==> src/hw/rtl/mdp_pkg.sv <==
package mdp_pkg;

  localparam int RowLen    = 8;
  localparam int CntW      = $clog2(RowLen + 1);

  localparam int WordW     = 13;
  localparam int ExpW      = 6;
  localparam int FracW     = 6;
  localparam int MantW     = 14;
  localparam int ShW       = 7;
  localparam int AccW      = 80;
  localparam int AccFrac   = 44;

  localparam int ExpOffset = 32;
  localparam int ExpTop    = 63;
  localparam int WinMin    = 16;
  localparam int WinMax    = 47;

  // bit position of the leading one for the smallest and largest encodable exponent
  localparam int PMin      = AccFrac - ExpOffset;
  localparam int PMax      = PMin + ExpTop;

  localparam int FqDepth   = 4;

  localparam int CfgIdxW   = 1;
  localparam int CfgDataW  = 6;

  localparam logic [CfgIdxW-1:0] RegAnchorLow  = 1'b0;
  localparam logic [CfgIdxW-1:0] RegAnchorHigh = 1'b1;

  localparam logic [ExpW-1:0] AnchorLowRst  = 6'd28;
  localparam logic [ExpW-1:0] AnchorHighRst = 6'd35;

  // one classified pair: signed, shifted mantissa to add into the accumulator
  typedef struct packed {
    logic             neg;
    logic [MantW-1:0] mant;
    logic [ShW-1:0]   sh;
    logic             last;
  } fq_item_t;

endpackage

==> src/hw/rtl/mdp_front.sv <==
module mdp_front (
  input  logic                         clk_i,
  input  logic                         rst_ni,
  input  logic                         cfg_we_i,
  input  logic [mdp_pkg::CfgIdxW-1:0]  cfg_idx_i,
  input  logic [mdp_pkg::CfgDataW-1:0] cfg_wdata_i,
  input  logic                         take_i,
  input  logic [mdp_pkg::WordW-1:0]    mat_elem_i,
  input  logic [mdp_pkg::WordW-1:0]    vec_elem_i,
  input  logic                         row_end_i,
  output mdp_pkg::fq_item_t            item_o
);
  import mdp_pkg::*;

  logic [ExpW-1:0] anchor_low_q, anchor_high_q;
  logic [CntW-1:0] cnt_q, cnt_d;

  logic             sa, sb;
  logic [ExpW-1:0]  ea, eb, wlo, whi, es;
  logic [FracW-1:0] fa, fb, fr;
  logic [MantW-1:0] prod;
  logic [ShW-1:0]   esum_raw;
  logic [ShW:0]     esum;
  logic             exact, last;
  logic [CntW-1:0]  cnt_inc;

  function automatic logic [ExpW-1:0] clamp_win(input logic [ExpW-1:0] v);
    if (v < ExpW'(WinMin)) return ExpW'(WinMin);
    if (v > ExpW'(WinMax)) return ExpW'(WinMax);
    return v;
  endfunction

  always_comb begin
    sa   = mat_elem_i[WordW-1];
    sb   = vec_elem_i[WordW-1];
    ea   = mat_elem_i[FracW +: ExpW];
    eb   = vec_elem_i[FracW +: ExpW];
    fa   = mat_elem_i[FracW-1:0];
    fb   = vec_elem_i[FracW-1:0];
    prod = MantW'({1'b1, fa}) * MantW'({1'b1, fb});
    wlo  = clamp_win(anchor_low_q);
    whi  = clamp_win(anchor_high_q);

    exact = (ea >= wlo) && (ea <= whi) && (eb >= wlo) && (eb <= whi);

    esum_raw = ShW'(ea) + ShW'(eb);
    esum     = (ShW+1)'(esum_raw) + (ShW+1)'(prod[MantW-1]);
    fr       = prod[MantW-1] ? prod[MantW-2 -: FracW] : prod[MantW-3 -: FracW];
    es       = '0;
    priority if (esum < (ShW+1)'(ExpOffset)) begin
      es = '0;
      fr = '0;
    end else if (esum > (ShW+1)'(ExpOffset + ExpTop)) begin
      es = ExpW'(ExpTop);
      fr = '1;
    end else begin
      es = ExpW'(esum - (ShW+1)'(ExpOffset));
    end

    item_o.neg = sa ^ sb;
    if (exact) begin
      item_o.mant = prod;
      item_o.sh   = esum_raw - ShW'(ExpOffset);
    end else begin
      item_o.mant = MantW'({1'b1, fr});
      item_o.sh   = ShW'(es) + ShW'(FracW);
    end

    cnt_inc     = cnt_q + 1'b1;
    last        = row_end_i || (cnt_inc >= CntW'(RowLen));
    item_o.last = last;
    cnt_d       = last ? '0 : cnt_inc;
  end

  always_ff @(posedge clk_i or negedge rst_ni) begin
    if (!rst_ni) begin
      anchor_low_q  <= AnchorLowRst;
      anchor_high_q <= AnchorHighRst;
      cnt_q         <= '0;
    end else begin
      if (cfg_we_i) begin
        unique case (cfg_idx_i)
          RegAnchorLow:  anchor_low_q  <= cfg_wdata_i;
          RegAnchorHigh: anchor_high_q <= cfg_wdata_i;
          default: ;
        endcase
      end
      if (take_i) begin
        cnt_q <= cnt_d;
      end
    end
  end

endmodule

==> src/hw/rtl/mdp_queue.sv <==
module mdp_queue (
  input  logic              clk_i,
  input  logic              rst_ni,
  input  logic              push_i,
  input  mdp_pkg::fq_item_t push_item_i,
  output logic              full_o,
  input  logic              pop_i,
  output logic              empty_o,
  output mdp_pkg::fq_item_t head_o
);
  import mdp_pkg::*;

  localparam int PtrW = $clog2(FqDepth);
  localparam int QCntW = $clog2(FqDepth + 1);

  fq_item_t mem_q [FqDepth];
  logic [PtrW-1:0]  wr_q, rd_q;
  logic [QCntW-1:0] cnt_q;

  assign full_o  = (cnt_q == QCntW'(FqDepth));
  assign empty_o = (cnt_q == '0);
  assign head_o  = mem_q[rd_q];

  always_ff @(posedge clk_i) begin
    if (push_i) begin
      mem_q[wr_q] <= push_item_i;
    end
  end

  always_ff @(posedge clk_i or negedge rst_ni) begin
    if (!rst_ni) begin
      wr_q  <= '0;
      rd_q  <= '0;
      cnt_q <= '0;
    end else begin
      if (push_i) begin
        wr_q <= (wr_q == PtrW'(FqDepth - 1)) ? '0 : wr_q + 1'b1;
      end
      if (pop_i) begin
        rd_q <= (rd_q == PtrW'(FqDepth - 1)) ? '0 : rd_q + 1'b1;
      end
      cnt_q <= cnt_q + QCntW'(push_i) - QCntW'(pop_i);
    end
  end

`ifndef SYNTH
  a_cnt_bound: assert property (@(posedge clk_i) disable iff (!rst_ni)
    cnt_q <= QCntW'(FqDepth))
    else $error("queue count past depth");
  a_no_pop_empty: assert property (@(posedge clk_i) disable iff (!rst_ni)
    !(pop_i && empty_o))
    else $error("pop from empty queue");
  a_push_pop_cnt: assert property (@(posedge clk_i) disable iff (!rst_ni)
    (push_i && !pop_i) |=> (cnt_q == $past(cnt_q) + 1'b1))
    else $error("queue count did not grow on push");
`endif

endmodule

==> src/hw/rtl/mdp_back.sv <==
module mdp_back (
  input  logic                       clk_i,
  input  logic                       rst_ni,
  input  logic                       en_i,
  input  logic                       q_empty_i,
  input  mdp_pkg::fq_item_t          q_head_i,
  output logic                       q_pop_o,
  output logic                       res_v_o,
  output logic [mdp_pkg::AccW-1:0]   res_o
);
  import mdp_pkg::*;

  logic            b1_v_q, b1_neg_q, b1_last_q;
  logic [AccW-1:0] b1_term_q, term_d;
  logic [AccW-1:0] acc_q, sum;
  logic            res_v_q;
  logic [AccW-1:0] res_q;

  assign q_pop_o = en_i && !q_empty_i;
  assign term_d  = AccW'(q_head_i.mant) << q_head_i.sh;
  assign sum     = acc_q + (b1_term_q ^ {AccW{b1_neg_q}}) + AccW'(b1_neg_q);
  assign res_v_o = res_v_q;
  assign res_o   = res_q;

  always_ff @(posedge clk_i) begin
    if (q_pop_o) begin
      b1_term_q <= term_d;
      b1_neg_q  <= q_head_i.neg;
      b1_last_q <= q_head_i.last;
    end
    if (en_i && b1_v_q && b1_last_q) begin
      res_q <= sum;
    end
  end

  always_ff @(posedge clk_i or negedge rst_ni) begin
    if (!rst_ni) begin
      b1_v_q  <= 1'b0;
      res_v_q <= 1'b0;
      acc_q   <= '0;
    end else if (en_i) begin
      b1_v_q  <= q_pop_o;
      res_v_q <= b1_v_q && b1_last_q;
      if (b1_v_q) begin
        acc_q <= b1_last_q ? '0 : sum;
      end
    end
  end

endmodule

==> src/hw/rtl/mdp_enc.sv <==
module mdp_enc (
  input  logic                       clk_i,
  input  logic                       rst_ni,
  output logic                       en_o,
  input  logic                       res_v_i,
  input  logic [mdp_pkg::AccW-1:0]   res_i,
  input  logic                       pop_i,
  output logic                       empty_o,
  output logic [mdp_pkg::WordW-1:0]  y_word_o
);
  import mdp_pkg::*;

  localparam int NChunk = AccW / 8;
  localparam int ChW    = $clog2(NChunk);
  localparam int PW     = ChW + 3;
  localparam int ODepth = 2;
  localparam int OPtrW  = $clog2(ODepth);
  localparam int OCntW  = $clog2(ODepth + 1);

  // stage 1: magnitude
  logic            e1_v_q, e1_sgn_q;
  logic [AccW-1:0] e1_mag_q;

  // stage 2: coarse normalize to the leading nonzero byte
  logic            e2_v_q, e2_sgn_q, e2_nz_q;
  logic [ChW-1:0]  e2_c_q, c_d;
  logic [15:0]     e2_top_q, top_d;
  logic [AccW+7:0] ext;

  // final: fine position, round, pack
  logic [2:0]       j;
  logic [PW-1:0]    p;
  logic [3:0]       jp1;
  logic [7:0]       win;
  logic [FracW:0]   f;
  logic [ExpW-1:0]  e;
  logic [WordW-1:0] word, sat;

  logic [WordW-1:0] ofifo_q [ODepth];
  logic [OPtrW-1:0] owr_q, ord_q;
  logic [OCntW-1:0] ocnt_q;
  logic             opush, opop;

  assign en_o  = !(e2_v_q && (ocnt_q == OCntW'(ODepth)));
  assign opush = en_o && e2_v_q;
  assign opop  = pop_i && !empty_o;
  assign empty_o = (ocnt_q == '0);
  assign y_word_o = ofifo_q[ord_q];

  always_comb begin
    c_d = '0;
    for (int i = 0; i < NChunk; i++) begin
      if (|e1_mag_q[8*i +: 8]) c_d = ChW'(i);
    end
    ext   = {e1_mag_q, 8'h00};
    top_d = ext[{c_d, 3'b000} +: 16];
  end

  always_comb begin
    j = '0;
    for (int i = 0; i < 8; i++) begin
      if (e2_top_q[8+i]) j = 3'(i);
    end
    p   = {e2_c_q, j};
    jp1 = {1'b0, j} + 4'd1;
    win = e2_top_q[jp1 +: 8];
    f   = {1'b0, win[6:1]} + (FracW+1)'(win[0]);
    e   = ExpW'(p - PW'(PMin));
    sat = {e2_sgn_q, {ExpW{1'b1}}, {FracW{1'b1}}};
    priority if (!e2_nz_q) begin
      word = '0;
    end else if (p < PW'(PMin)) begin
      word = {e2_sgn_q, {(WordW-1){1'b0}}};
    end else if (p > PW'(PMax)) begin
      word = sat;
    end else if (f[FracW]) begin
      // rounding carried into the exponent
      word = (e == ExpW'(ExpTop)) ? sat : {e2_sgn_q, e + 1'b1, {FracW{1'b0}}};
    end else begin
      word = {e2_sgn_q, e, f[FracW-1:0]};
    end
  end

  always_ff @(posedge clk_i) begin
    if (en_o) begin
      e1_sgn_q <= res_i[AccW-1];
      e1_mag_q <= res_i[AccW-1] ? (~res_i + 1'b1) : res_i;
      e2_sgn_q <= e1_sgn_q;
      e2_nz_q  <= |e1_mag_q;
      e2_c_q   <= c_d;
      e2_top_q <= top_d;
    end
    if (opush) begin
      ofifo_q[owr_q] <= word;
    end
  end

  always_ff @(posedge clk_i or negedge rst_ni) begin
    if (!rst_ni) begin
      e1_v_q <= 1'b0;
      e2_v_q <= 1'b0;
      owr_q  <= '0;
      ord_q  <= '0;
      ocnt_q <= '0;
    end else begin
      if (en_o) begin
        e1_v_q <= res_v_i;
        e2_v_q <= e1_v_q;
      end
      if (opush) begin
        owr_q <= (owr_q == OPtrW'(ODepth - 1)) ? '0 : owr_q + 1'b1;
      end
      if (opop) begin
        ord_q <= (ord_q == OPtrW'(ODepth - 1)) ? '0 : ord_q + 1'b1;
      end
      ocnt_q <= ocnt_q + OCntW'(opush) - OCntW'(opop);
    end
  end

`ifndef SYNTH
  a_ocnt_bound: assert property (@(posedge clk_i) disable iff (!rst_ni)
    ocnt_q <= OCntW'(ODepth))
    else $error("result queue count past depth");
  a_no_push_full: assert property (@(posedge clk_i) disable iff (!rst_ni)
    !(opush && (ocnt_q == OCntW'(ODepth))))
    else $error("push into full result queue");
  a_e1_to_e2: assert property (@(posedge clk_i) disable iff (!rst_ni)
    (en_o && e1_v_q) |=> e2_v_q)
    else $error("result lost between encode stages");
`endif

endmodule

==> src/hw/rtl/minifloat13_routed_dot_product.sv <==
// Path: last pair -> pair queue -> b1 -> res_q -> e1 -> e2 -> result queue (empty low).
// Throughput: one pair per cycle unless the result queue fills; the 80-bit accumulate
// loop is acc_q alone; rows of 1..8 pairs sustain this rate, with one result per cycle.
// Reset (rst_ni low, asynchronous): queues and pipeline empty, accumulator and pair count
// cleared, anchor window back to 28..35.
module minifloat13_routed_dot_product (
  input  logic                         clk_i,
  input  logic                         rst_ni,
  input  logic                         cfg_we_i,
  input  logic [mdp_pkg::CfgIdxW-1:0]  cfg_idx_i,
  input  logic [mdp_pkg::CfgDataW-1:0] cfg_wdata_i,
  input  logic                         push,
  output logic                         full,
  input  logic [mdp_pkg::WordW-1:0]    mat_elem_i,
  input  logic [mdp_pkg::WordW-1:0]    vec_elem_i,
  input  logic                         row_end_i,
  output logic                         empty,
  input  logic                         pop,
  output logic [mdp_pkg::WordW-1:0]    y_word_o
);
  import mdp_pkg::*;

  fq_item_t        front_item, q_head;
  logic            take, q_empty, q_pop, en;
  logic            res_v;
  logic [AccW-1:0] res;

  assign take = push && !full;

  mdp_front u_front (
    .clk_i       (clk_i),
    .rst_ni      (rst_ni),
    .cfg_we_i    (cfg_we_i),
    .cfg_idx_i   (cfg_idx_i),
    .cfg_wdata_i (cfg_wdata_i),
    .take_i      (take),
    .mat_elem_i  (mat_elem_i),
    .vec_elem_i  (vec_elem_i),
    .row_end_i   (row_end_i),
    .item_o      (front_item)
  );

  mdp_queue u_queue (
    .clk_i       (clk_i),
    .rst_ni      (rst_ni),
    .push_i      (take),
    .push_item_i (front_item),
    .full_o      (full),
    .pop_i       (q_pop),
    .empty_o     (q_empty),
    .head_o      (q_head)
  );

  mdp_back u_back (
    .clk_i     (clk_i),
    .rst_ni    (rst_ni),
    .en_i      (en),
    .q_empty_i (q_empty),
    .q_head_i  (q_head),
    .q_pop_o   (q_pop),
    .res_v_o   (res_v),
    .res_o     (res)
  );

  mdp_enc u_enc (
    .clk_i    (clk_i),
    .rst_ni   (rst_ni),
    .en_o     (en),
    .res_v_i  (res_v),
    .res_i    (res),
    .pop_i    (pop),
    .empty_o  (empty),
    .y_word_o (y_word_o)
  );

endmodule

==> config.mk <==
export PLATFORM = sky130hd
export DESIGN_NAME = minifloat13_routed_dot_product
export DESIGN_NICKNAME = d
export VERILOG_FILES = /design/src/hw/rtl/mdp_pkg.sv /design/src/hw/rtl/mdp_front.sv /design/src/hw/rtl/mdp_queue.sv /design/src/hw/rtl/mdp_back.sv /design/src/hw/rtl/mdp_enc.sv /design/src/hw/rtl/minifloat13_routed_dot_product.sv
export SDC_FILE = /design/constraint.sdc
export NUM_CORES = 1
export LEC_CHECK = 0
export BUFFER_PORTS_ARGS = -buffer_cell sky130_fd_sc_hd__clkbuf_2
export CORE_MARGIN = 5
export CORE_UTILIZATION = 45
export CTS_BUF_LIST = sky130_fd_sc_hd__clkbuf_4
export DETAILED_ROUTE_END_ITERATION = 7
export GPL_TIMING_DRIVEN = 0
export SLEW_MARGIN = 20
export SYNTH_ARGS = -nofsm -noshare
export SYNTH_HDL_FRONTEND = slang
export SYNTH_SLANG_ARGS = --single-unit
==> constraint.sdc <==
create_clock -name clk_i -period 8 [get_ports clk_i]
set_clock_uncertainty 0.05 [all_clocks]
set_input_delay 0 -clock clk_i [delete_from_list [all_inputs] [get_ports clk_i]]
set_output_delay 0 -clock clk_i [all_outputs]
set_load 0.02 [all_outputs]
==> metrics <==
run status=complete, no violations; die height=269 microns; WHS Endpoint=u_front.anchor_high_q[1]; CTS clk-pin slew, worst paths=60 ps; Via Count=22700; Via density=5.68; Starting Density=0.452; final setup vio count=0; PortBufs=53; final worst path period share=0.954; Cells after DPL=3698; gr ovfl total=0; die span in x=269 microns; Final Max Tran Viols=0; num rows=95; Max H-tree Level=4; First-pass DRT Iterations=5; Area Overhead vs Synth=13.0%; initial antenna violation count=1; r2r endpoint=u_back.acc_q[78]; vias in the first global route=23100; Cell Area, Synth=0.0302 sq mm; Max-Cap Viols=0; fin nets=3245; WHS=136 ps; wirelength, routed=84700 microns; ys async rst share=0.225; post-route insts no fill=4000; Clock Tree Buf Depth=3; critical setup path kind=input port to flop; WP data arrival=8230 ps; Worst EP required=8600 ps; total track usage=0.234; Fin. Hold Viols=0; Fmax=131 MHz; worst-skew pair later-pin latency=950 ps; most common cell after layout, fill and taps aside=edfxtp_1; Netlist cell types=83; Post-synth EDFFs=382; R2R cell count=16; DP HPWL=66200 microns; Clock Root Buffer=clkbuf_4; clk sinks=493; CTS Buf Count=133; DRC viols=0; cts repair resizes=0; core region area=0.0668 sq mm; minimum clock period=7630 ps; YS warnings=0; Hold Crit Start=cfg_idx_i; initial drt markers=1417; Syn Area/Cell=10.9 sq um; Worst setup EP type=flop; Synth Flop Type=edfxtp_1; most frequent cells in the layout=edfxtp_1 (382), nand2_1 (220), nor2_1 (193), clkbuf_4 (185), a21oi_1 (164); RSZ-0062 raised after global routing=false; CTS tree=built; flop2flop setup slack=1120 ps; Syn Inst Count=2765; post-DR wirelength/cell=21.2 microns; Hold Path Stages=4; register area share after synthesis=0.472; Max FO, Critical Path=10; GPL Wtd Cong=1.05; Antenna Nets Post-Route=0; wire length of the first global-routing pass=131000 microns; Yosys reg bits=493; Worst slew margin=0.239; fraction of layout cells with a size suffix above 1=0.126; worst hold path class=input port to flop; largest net degree at the start of global routing=75; I/O Pins=54; CP startpoint kind=input port; Die ar.=0.0724 sq mm; reg-to-reg startpoint=u_back.b1_neg_q; worst slew pin tran=1130 ps; Post-Syn Nets=2990
[through the flow]
step	instance area, sq um	utilization	setup WS, ps	setup TNS (ps)
2_1_floorplan	30200	-	1410	0
3_3_place_gp	31500	0.472	-731	-57750
3_5_place_dp	31700	0.475	36.3	0
4_1_cts	34100	0.511	541	0
5_1_grt	34100	0.511	189	0
6_report	34100	0.511	371	0
[cell type report]
class | count | area (sq um)
Inverter | 105 | 399
Sequential cell | 493 | 14300
Buffer | 123 | 469
Tap cell | 873 | 1090
Timing Repair Buffer | 120 | 1040
Fill cell | 6025 | 32700
Antenna cell | 1 | 2.50
Multi-Input combinational cell | 2044 | 15100
Clock inverter | 56 | 360
Clock buffer | 185 | 1390
[Yosys cell counts (7+ instances only)]
library cell / n / area, sq um
nor3_1: 41 / 205
o21bai_1: 27 / 203
nor4_1: 20 / 125
o31ai_1: 32 / 240
or4_1: 21 / 158
fa_1: 27 / 541
dfrtp_1: 105 / 2630
buf_1: 19 / 71.3
a21oi_1: 164 / 821
a211oi_1: 12 / 90.1
nand2b_1: 31 / 194
o41ai_1: 9 / 78.8
a21boi_0: 7 / 52.6
mux2i_1: 68 / 681
or2_2: 12 / 75.1
and3_1: 16 / 100
or3_1: 20 / 125
xnor2_1: 151 / 1320
o21ai_0: 138 / 691
o22ai_1: 43 / 269
nand4_1: 36 / 225
mux2_2: 48 / 541
inv_1: 99 / 372
and2_1: 41 / 257
o211ai_1: 12 / 90.1
nor2_1: 196 / 736
a21o_1: 68 / 510
nand2_1: 220 / 826
a221oi_1: 16 / 140
ha_1: 159 / 1990
a31oi_1: 22 / 138
mux4_2: 28 / 631
a22o_1: 71 / 622
nand3_1: 30 / 150
xor2_1: 121 / 1060
clkbuf_1: 103 / 387
o21a_1: 26 / 195
edfxtp_1: 382 / 11500
nor2b_1: 20 / 125
a22oi_1: 7 / 52.6
[critical path: stages]
cell and delay [ps]:
dlygate4sd3_1 530, clkbuf_2 130, inv_1 150, nor2_1 80
fa_1 480, inv_1 50, fa_1 470, inv_1 50
fa_1 530, inv_1 50, fa_1 500, inv_1 40
ha_1 220, a21o_1 160, a31o_2 220, a211oi_1 320
a21oi_1 130, xnor2_1 850, inv_1 270, ha_1 310
ha_1 230, nand4_1 160, xnor2_1 120, a21boi_0 890
o21ai_0 300, mux2_2 360, dlygate4sd3_1 600
[worst max-delay path by stage]
stage | from | end | slack (ps) | cells after the start
2_1_floorplan | u_enc.ocnt_q[1] | u_back.res_o[0] | 1410 | 5
3_3_place_gp | u_enc.ocnt_q[1] | u_back.res_o[50] | -730 | 5
3_5_place_dp | mat_elem_i[1] | u_queue.mem_q[1][6] | 40 | 28
4_1_cts | vec_elem_i[1] | u_queue.mem_q[0][2] | 540 | 27
5_1_grt | mat_elem_i[2] | u_queue.mem_q[0][6] | 190 | 28
6_report | vec_elem_i[1] | u_queue.mem_q[0][2] | 370 | 27
[flip-flops by register name (all words and copies together), names as in the netlist, 6 cells and up]
register,cells
u_queue.mem_q,92
u_back.acc_q,80
u_back.b1_term_q,80
u_back.res_o,80
u_enc.e1_mag_q,80
u_enc.ofifo_q,26
u_enc.e2_top_q,15
u_front.anchor_high_q,6
u_front.anchor_low_q,6
[cells by family after synthesis]
| family | count (synthesis) | share of synthesized area |
|---|---|---|
| simple gates | 726 | 0.116 |
| compound gates | 714 | 0.158 |
| flops | 493 | 0.472 |
| xor+xnor | 272 | 0.0789 |
| buf+inv | 228 | 0.0286 |
| fa+ha+maj | 188 | 0.0845 |
| mux | 144 | 0.0613 |
[per-layer routing]
metal / track usage / wire length (microns) / share of wire
met1: 0.273 / 33400 / 0.39
met2: 0.416 / 43500 / 0.51
met3: 0.0373 / 3560 / 0.042
met4: 0.119 / 4210 / 0.050
met5: 0 / 0 / 0
[what timing repair did]
action	in CTS	in global routing
endpoints found under the hold margin	194	0
setup buffers	0	0
hold buffers	60	0
Power is left out: the tool's default activity adds up to more than one toggle a clock period on the data nets, which glitch-free logic cannot reach.
